--- config.mk ---
export PLATFORM = sky130hd
export DESIGN_NAME = rgb_fade_pwm_generator
export DESIGN_NICKNAME = d
export VERILOG_FILES = /design/src/hw/rtl/rgbf_pkg.sv /design/src/hw/rtl/rgb_fade_pwm_generator.sv
export SDC_FILE = /design/constraint.sdc
export NUM_CORES = 1
export LEC_CHECK = 0
export BUFFER_PORTS_ARGS = -buffer_cell sky130_fd_sc_hd__buf_2
export CAP_MARGIN = 20
export CELL_PAD_IN_SITES_DETAIL_PLACEMENT = 1
export CELL_PAD_IN_SITES_GLOBAL_PLACEMENT = 2
export CORE_ASPECT_RATIO = 0.7
export CORE_UTILIZATION = 30
export DETAILED_ROUTE_END_ITERATION = 12
export GPL_TIMING_DRIVEN = 0
export PLACE_DENSITY_LB_ADDON = 0.1
export RECOVER_POWER = 50
export SYNTH_ARGS = -nofsm -noshare
export SYNTH_HDL_FRONTEND = slang
export SYNTH_SLANG_ARGS = --single-unit
--- constraint.sdc ---
create_clock -name clk_i -period 3.1 [get_ports clk_i]
set_clock_uncertainty 0.1 [all_clocks]
set_input_delay 0.465 -clock clk_i [delete_from_list [all_inputs] [get_ports clk_i]]
set_output_delay 0.465 -clock clk_i [all_outputs]
set_load 0.02 [all_outputs]
--- src/hw/rtl/rgbf_pkg.sv ---
// types and constants for the rgb fade pwm generator
// used by rgb_fade_pwm_generator and tb_top, depends on nothing
package rgbf_pkg;

  localparam int unsigned LevelW = 4;
  localparam int unsigned CountW = 8;
  localparam int unsigned CfgIdxW = 2;
  localparam int unsigned CfgDataW = 8;
  localparam int unsigned LedW = 8;

  localparam logic [LevelW-1:0] LevelMax = 4'hf;
  localparam logic [LevelW-1:0] LevelMin = 4'h0;
  localparam logic [CountW-1:0] FadeIntervalRst = 8'd100;

  typedef enum logic [2:0] {
    FADE_ADD_RED,
    FADE_ADD_GREEN,
    FADE_DEL_RED,
    FADE_ADD_BLUE,
    FADE_DEL_GREEN,
    FADE_READD_RED,
    FADE_DEL_BLUE
  } fade_phase_e;

  typedef enum logic [CfgIdxW-1:0] {
    CFG_FADE_INTERVAL,
    CFG_BACKLIGHT_ON,
    CFG_SPARE_BIT_FOUR
  } cfg_idx_e;

endpackage

--- src/hw/rtl/rgb_fade_pwm_generator.sv ---
// rgb fade pwm generator: pwm phase, tick counter, fade sequencer, led byte
// depends on rgbf_pkg
//
// usage:
//   input channel (in_valid_i/in_ready_o, tick_i) takes one timer tick per item.
//   each accepted item yields exactly one result on the output channel
//   (out_valid_o/out_ready_i) with the active-low led byte, the three colour
//   levels and the pwm phase after that tick's update.
//   a zero tick leaves the state unchanged and still yields a result.
//   the result is registered and valid in the cycle after acceptance.
//   throughput: one item per cycle; the single output register is refilled in
//   the same cycle it is drained, so in_ready_o is low only while a result
//   waits and out_ready_i is low.
//   configuration (cfg_valid_i/cfg_ready_o, cfg_index_i, cfg_data_i) is always
//   ready; index 0 fade interval, 1 backlight bit, 2 spare bit four, others
//   ignored. write only while idle.
//   reset: phase, counter and levels clear to zero, sequencer starts with the
//   red ramp, fade interval 100, backlight 0, spare bit 1, no result pending.
module rgb_fade_pwm_generator (
  input  logic                           clk_i,
  input  logic                           rst_ni,
  input  logic                           in_valid_i,
  output logic                           in_ready_o,
  input  logic                           tick_i,
  output logic                           out_valid_o,
  input  logic                           out_ready_i,
  output logic [rgbf_pkg::LedW-1:0]      led_byte_o,
  output logic [rgbf_pkg::LevelW-1:0]    red_level_o,
  output logic [rgbf_pkg::LevelW-1:0]    green_level_o,
  output logic [rgbf_pkg::LevelW-1:0]    blue_level_o,
  output logic [rgbf_pkg::LevelW-1:0]    pwm_phase_out_o,
  input  logic                           cfg_valid_i,
  output logic                           cfg_ready_o,
  input  logic [rgbf_pkg::CfgIdxW-1:0]   cfg_index_i,
  input  logic [rgbf_pkg::CfgDataW-1:0]  cfg_data_i
);
  import rgbf_pkg::*;

  logic [CountW-1:0] fade_interval_q;
  logic              backlight_on_q;
  logic              spare_bit_four_q;

  logic [LevelW-1:0] pwm_phase_q, pwm_phase_d;
  logic [CountW-1:0] tick_count_q, tick_count_d;
  logic [LevelW-1:0] red_q, red_d;
  logic [LevelW-1:0] green_q, green_d;
  logic [LevelW-1:0] blue_q, blue_d;
  fade_phase_e       fade_phase_q, fade_phase_d;

  logic              out_valid_q, out_valid_d;
  logic [LedW-1:0]   led_q, led_d;
  logic [LevelW-1:0] red_out_q, green_out_q, blue_out_q, phase_out_q;

  logic              in_acc;
  logic [CountW-1:0] count_inc;

  assign cfg_ready_o = 1'b1;
  assign in_ready_o  = ~out_valid_q | out_ready_i;
  assign in_acc      = in_valid_i & in_ready_o;
  assign count_inc   = tick_count_q + 8'd1;

  always_ff @(posedge clk_i or negedge rst_ni) begin
    if (!rst_ni) begin
      fade_interval_q  <= FadeIntervalRst;
      backlight_on_q   <= 1'b0;
      spare_bit_four_q <= 1'b1;
    end else if (cfg_valid_i) begin
      unique case (cfg_index_i)
        CFG_FADE_INTERVAL:  fade_interval_q  <= cfg_data_i;
        CFG_BACKLIGHT_ON:   backlight_on_q   <= cfg_data_i[0];
        CFG_SPARE_BIT_FOUR: spare_bit_four_q <= cfg_data_i[0];
        default: ;
      endcase
    end
  end

  // state update and sequencer step
  always_comb begin
    pwm_phase_d  = pwm_phase_q;
    tick_count_d = tick_count_q;
    red_d        = red_q;
    green_d      = green_q;
    blue_d       = blue_q;
    fade_phase_d = fade_phase_q;
    if (in_acc && tick_i) begin
      pwm_phase_d  = pwm_phase_q + 4'd1;
      tick_count_d = count_inc;
      if (count_inc == fade_interval_q) begin
        tick_count_d = '0;
        unique case (fade_phase_q)
          FADE_ADD_RED: begin
            if (red_q != LevelMax) begin
              red_d = red_q + 4'd1;
            end else if (green_q != LevelMax) begin
              green_d      = green_q + 4'd1;
              fade_phase_d = FADE_ADD_GREEN;
            end else begin
              fade_phase_d = FADE_DEL_RED;
            end
          end
          FADE_ADD_GREEN: begin
            if (green_q != LevelMax) green_d = green_q + 4'd1;
            else fade_phase_d = FADE_DEL_RED;
          end
          FADE_DEL_RED: begin
            if (red_q != LevelMin) red_d = red_q - 4'd1;
            else fade_phase_d = FADE_ADD_BLUE;
          end
          FADE_ADD_BLUE: begin
            if (blue_q != LevelMax) blue_d = blue_q + 4'd1;
            else fade_phase_d = FADE_DEL_GREEN;
          end
          FADE_DEL_GREEN: begin
            if (green_q != LevelMin) green_d = green_q - 4'd1;
            else fade_phase_d = FADE_READD_RED;
          end
          FADE_READD_RED: begin
            if (red_q != LevelMax) red_d = red_q + 4'd1;
            else fade_phase_d = FADE_DEL_BLUE;
          end
          FADE_DEL_BLUE: begin
            if (blue_q != LevelMin) blue_d = blue_q - 4'd1;
            else fade_phase_d = FADE_ADD_GREEN;
          end
          default: ;
        endcase
      end
    end
  end

  // active-low led byte from the updated levels and phase, plus backlight and spare bits
  always_comb begin
    led_d    = '0;
    led_d[0] = backlight_on_q;
    led_d[1] = (red_d <= pwm_phase_d);
    led_d[2] = (green_d <= pwm_phase_d);
    led_d[3] = (blue_d <= pwm_phase_d);
    led_d[4] = spare_bit_four_q;
    led_d[5] = (blue_d <= pwm_phase_d);
    led_d[6] = (green_d <= pwm_phase_d);
    led_d[7] = (red_d <= pwm_phase_d);
  end

  assign out_valid_d = in_acc | (out_valid_q & ~out_ready_i);

  always_ff @(posedge clk_i or negedge rst_ni) begin
    if (!rst_ni) begin
      pwm_phase_q  <= '0;
      tick_count_q <= '0;
      red_q        <= '0;
      green_q      <= '0;
      blue_q       <= '0;
      fade_phase_q <= FADE_ADD_RED;
      out_valid_q  <= 1'b0;
    end else begin
      pwm_phase_q  <= pwm_phase_d;
      tick_count_q <= tick_count_d;
      red_q        <= red_d;
      green_q      <= green_d;
      blue_q       <= blue_d;
      fade_phase_q <= fade_phase_d;
      out_valid_q  <= out_valid_d;
    end
  end

  always_ff @(posedge clk_i) begin
    if (in_acc) begin
      led_q       <= led_d;
      red_out_q   <= red_d;
      green_out_q <= green_d;
      blue_out_q  <= blue_d;
      phase_out_q <= pwm_phase_d;
    end
  end

  assign out_valid_o     = out_valid_q;
  assign led_byte_o      = led_q;
  assign red_level_o     = red_out_q;
  assign green_level_o   = green_out_q;
  assign blue_level_o    = blue_out_q;
  assign pwm_phase_out_o = phase_out_q;

endmodule

==> flow_summary.yaml <==
status:
  status: "finished, violations left"
  failing_checks: "max-capacitance violations, max-slew violations, negative setup slack"
yosys:
  ys_async_sr_fraction_pct: 64.41
  top_area_cells_in_the_synthesized_netlist: "dfrtp_1, edfxtp_1, ha_1, xnor2_1, nand2_1"
  synth_simple_gate_area_share_pct: 18.21
  largest_family_of_logic_cells_by_synthesized_area: "simple AND/OR/NAND/NOR gates"
  synth_flop_cell: "dfrtp_1"
  synth_top_cell_area_share_pct: 24.96
  synth.area.mux_share_pct: 5.140
  yosysSeqAreaShare_pct: 46.55
  postSynthCellCount: 335
  synth.ff_latch_count: 59
  yosys_warnings: 0
  postSynthNetCount: 371
  post-synth-top-count-cell: "nand2_1"
  syn_area_um2: 3408
  synth_enable_flop_cells: 21
  synth_xor_xnor_area_share_pct: 4.626
  ys_types: 56
  yosysTopAreaCell: "dfrtp_1"
  synthAdderAreaFrac_pct: 7.342
  synth_common_cells: "nand2_1, dfrtp_1, edfxtp_1, ha_1"
  compound_gate_fraction_of_synth_area_pct: 13.62
  syn_area_per_cell_um2: 10.17
placed_design:
  dp.cells: 529
  post-place-ws_ps: -900.1
  dp_hpwl_mm: 6.678
  number_of_i_o_port_buffers: 41
  place.gp.congestion: 0.7360
  placedInstanceArea_um2: 3812
clocking:
  count_of_h_tree_levels_built_during_cts: 3
  cts_tree: "built"
  clk_transition_reported_paths_ps: 50
  ctsRootBufferMaster: "clkbuf_16"
  cts_max_path_buffers: 2
  clkSinkCount: 59
  cts_hold_buffers: 0
  cts_made_buffers: 9
  clock_latency_of_the_later_clocked_register_in_the_worst_skew_pair_ps: 330
sta:
  tns_ps: -416.5
  timing_worst_slew_pin_value_ps: 2295
  rsz0062_at_grt: "true"
  setup_viol_count_final: 3
  fmaxAchievable_ghz: 0.3075
  slew_viol_final: 39
  final_min_period_over_clock_period_pct: 104.9
  fin_hold_ws_ps: 250.3
  setup_slack_ps: -152.0
  report.final.hold_viol_count: 0
  min_tclk_post_route_ps: 3252
  max-slew-margin-rel_pct: -53.03
floorplan:
  start_util_pct: 30.84
  core_area_um2: 11050
  floorplan.die_area_um2: 11800
  fp.dieH_um: 91.18
  die_w_um: 129.4
  io-pin-count: 43
  std_cell_rows: 32
layout:
  postLayoutCoreUtil_pct: 40.61
  syn_to_final_growth_pct: 31.68
  final.fill_count: 1260
  antenna_cells_inserted: 0
  fin_cells: 568
  design_area_um2: 4488
  multi_input_comb_area_um2: 1868
  design.final.nets: 446
  drive_above_1_share_pct: 31.81
  register_area_um2: 1589
global_route:
  grt_start_max_net_pins: 39
  gr-total-overflow: 0
  grt_pass1_wl_mm: 14.95
  track_usage_pct: 17.22
  via_count_of_the_first_global_routing_pass: 2702
  grt_antenna_before_repair: 0
worst_setup_path:
  criticalPathCategory: "flip-flop to flip-flop"
  worst-r2r-setup-slack_ps: -150
  critical_path_arrival_ps: 3230
  maximum_net_fanout_on_the_critical_path: 5
  critical_path_start_type: "flip-flop"
  required_ps: 3080
  critical_path.reg2reg.startpoint: "tick_count_q[0]$_DFFE_PN0P_"
  r2r-end: "led_byte_o[1]$_DFFE_PP_"
  setup.worst_path.end_class: "flip-flop"
  worstRegToRegCells: 14
drt:
  drc_errors: 0
  wl_per_cell_um: 16.45
  detail_route.first_pass.iterations: 4
  final_wirelength_mm: 9.346
  vias_per_std_cell: 4.870
  route.antenna.remaining_nets: 0
  num_vias: 2766
  first_iter_violations: 111
pwr:
  irDropWorstVdd_v: 0.0002788
  internal_mw: 2.009
  p_clk_share_pct: 34.2
  seq_power_share_pct: 35.6
  switchingPower_uw: 906.2
  leakage_nw: 1.888
  switching_part_of_the_total_pct: 31.09
  power.total_mw: 2.915
  comb_power_share_pct: 30.2
  cellPowerDensity_nw_per_um2: 649.6
min_path:
  worst_hold_path_endpoint: "fade_interval_q[6]$_DFFE_PN1P_"
  hold_depth: 3
  holdCritStartpoint: "cfg_data_i[6]"
  hold_class: "input pin to flip-flop"
run:
  number_of_maximum_capacitance_constraint_violations: 1
power groups by stage:
stage | sequential, mW | clock [mW] | combinational [mW]
2_1_floorplan | 1.06 | 0 | 0.487
3_3_place_gp | 1.04 | 0 | 0.713
3_5_place_dp | 1.04 | 0 | 0.729
4_1_cts | 1.03 | 1.02 | 0.824
5_1_grt | 1.06 | 1.05 | 0.975
6_report | 1.04 | 0.996 | 0.880
state kept, by name (all words and copies together), names as in the netlist, 3 cells and up:
signal	flops
blue_q	4
blue_level_o	4
red_q	4
fade_phase_q	3
green_q	4
led_byte_o	5
red_level_o	4
tick_count_q	8
green_level_o	4
pwm_phase_out_o	4
pwm_phase_q	4
fade_interval_q	8
routing by layer:
| metal | share of wire (%) | GRT usage (%) |
|---|---|---|
| met5 | 0 | 0 |
| met3 | 4.2 | 4.891 |
| met2 | 39 | 23.21 |
| met1 | 56 | 26.06 |
| met4 | 1.2 | 5.000 |
area by class of cell:
cell class	instances	share of cell area, %
flip-flops and latches	59	35.41
well taps	153	4.265
clock inverters	3	0.8642
repair buffers	65	8.670
multi-input cells	243	41.62
clock buffers	13	5.799
inverters	17	1.422
plain buffers	15	1.951
how the worst max path moves through the flow:
stage	start	end	slack (ps)	cells past startpoint
after floorplan	tick_count_q[0]$_DFFE_PN0P_	led_byte_o[5]$_DFFE_PP_	-20	13
after CTS	tick_count_q[1]$_DFFE_PN0P_	led_byte_o[1]$_DFFE_PP_	-190	14
after global placement	tick_count_q[0]$_DFFE_PN0P_	led_byte_o[6]$_DFFE_PP_	-960	15
final	tick_count_q[0]$_DFFE_PN0P_	led_byte_o[1]$_DFFE_PP_	-150	14
after global routing	tick_count_q[0]$_DFFE_PN0P_	led_byte_o[1]$_DFFE_PP_	-290	14
after detailed placement	tick_count_q[0]$_DFFE_PN0P_	led_byte_o[6]$_DFFE_PP_	-900	15
timing repair:
item                                    in CTS  in global routing
pin swaps                                   14                  8
buffers inserted                            16                  7
endpoints found under the setup margin      10                  3
cloned                                       0                  1
gates resized for setup                     36                 12
layout by cell type (no fill, tap or decap), types with 5 or more instances in the layout:
cell type	netlist	routed
buf_2	2	35
a31oi_1	8	8
nor3_1	9	8
o21ai_0	17	14
nand2b_1	6	6
o22ai_1	5	5
clkbuf_1	6	15
a21oi_1	15	14
dfrtp_1	34	32
nand3_1	13	12
nor2b_1	6	5
mux2_2	10	10
edfxtp_1	21	21
buf_4	6	25
xnor2_1	16	15
buf_6	0	5
ha_1	20	16
inv_1	17	17
clkbuf_16	0	9
nand2_1	37	35
nor2_1	14	14
worst max-delay path, stage by stage (launching register included):
cell and delay, ps:
dfrtp_1 400, buf_6 140, nand3_4 70, or4b_4 510, o211ai_1 160, a21oi_4 120, nor3_4 280, buf_6 180
o21ai_2 60, mux2_4 340, ha_4 280, o21ai_2 50, nand2b_1 60, a21oi_1 60, a41o_1 200
logic make-up (layout without fill, tap and decap cells):
family / count (synthesis) / count (layout)
buffers and inverters: 33 / 113
adder cells (fa/ha/maj): 20 / 20
XOR/XNOR: 18 / 18
other: 1 / 1
AND/OR/NAND/NOR: 117 / 117
AO/OA/AOI/OAI: 71 / 71
flip-flops: 59 / 59
multiplexers: 16 / 16
Power figures use the tool's default switching activity.
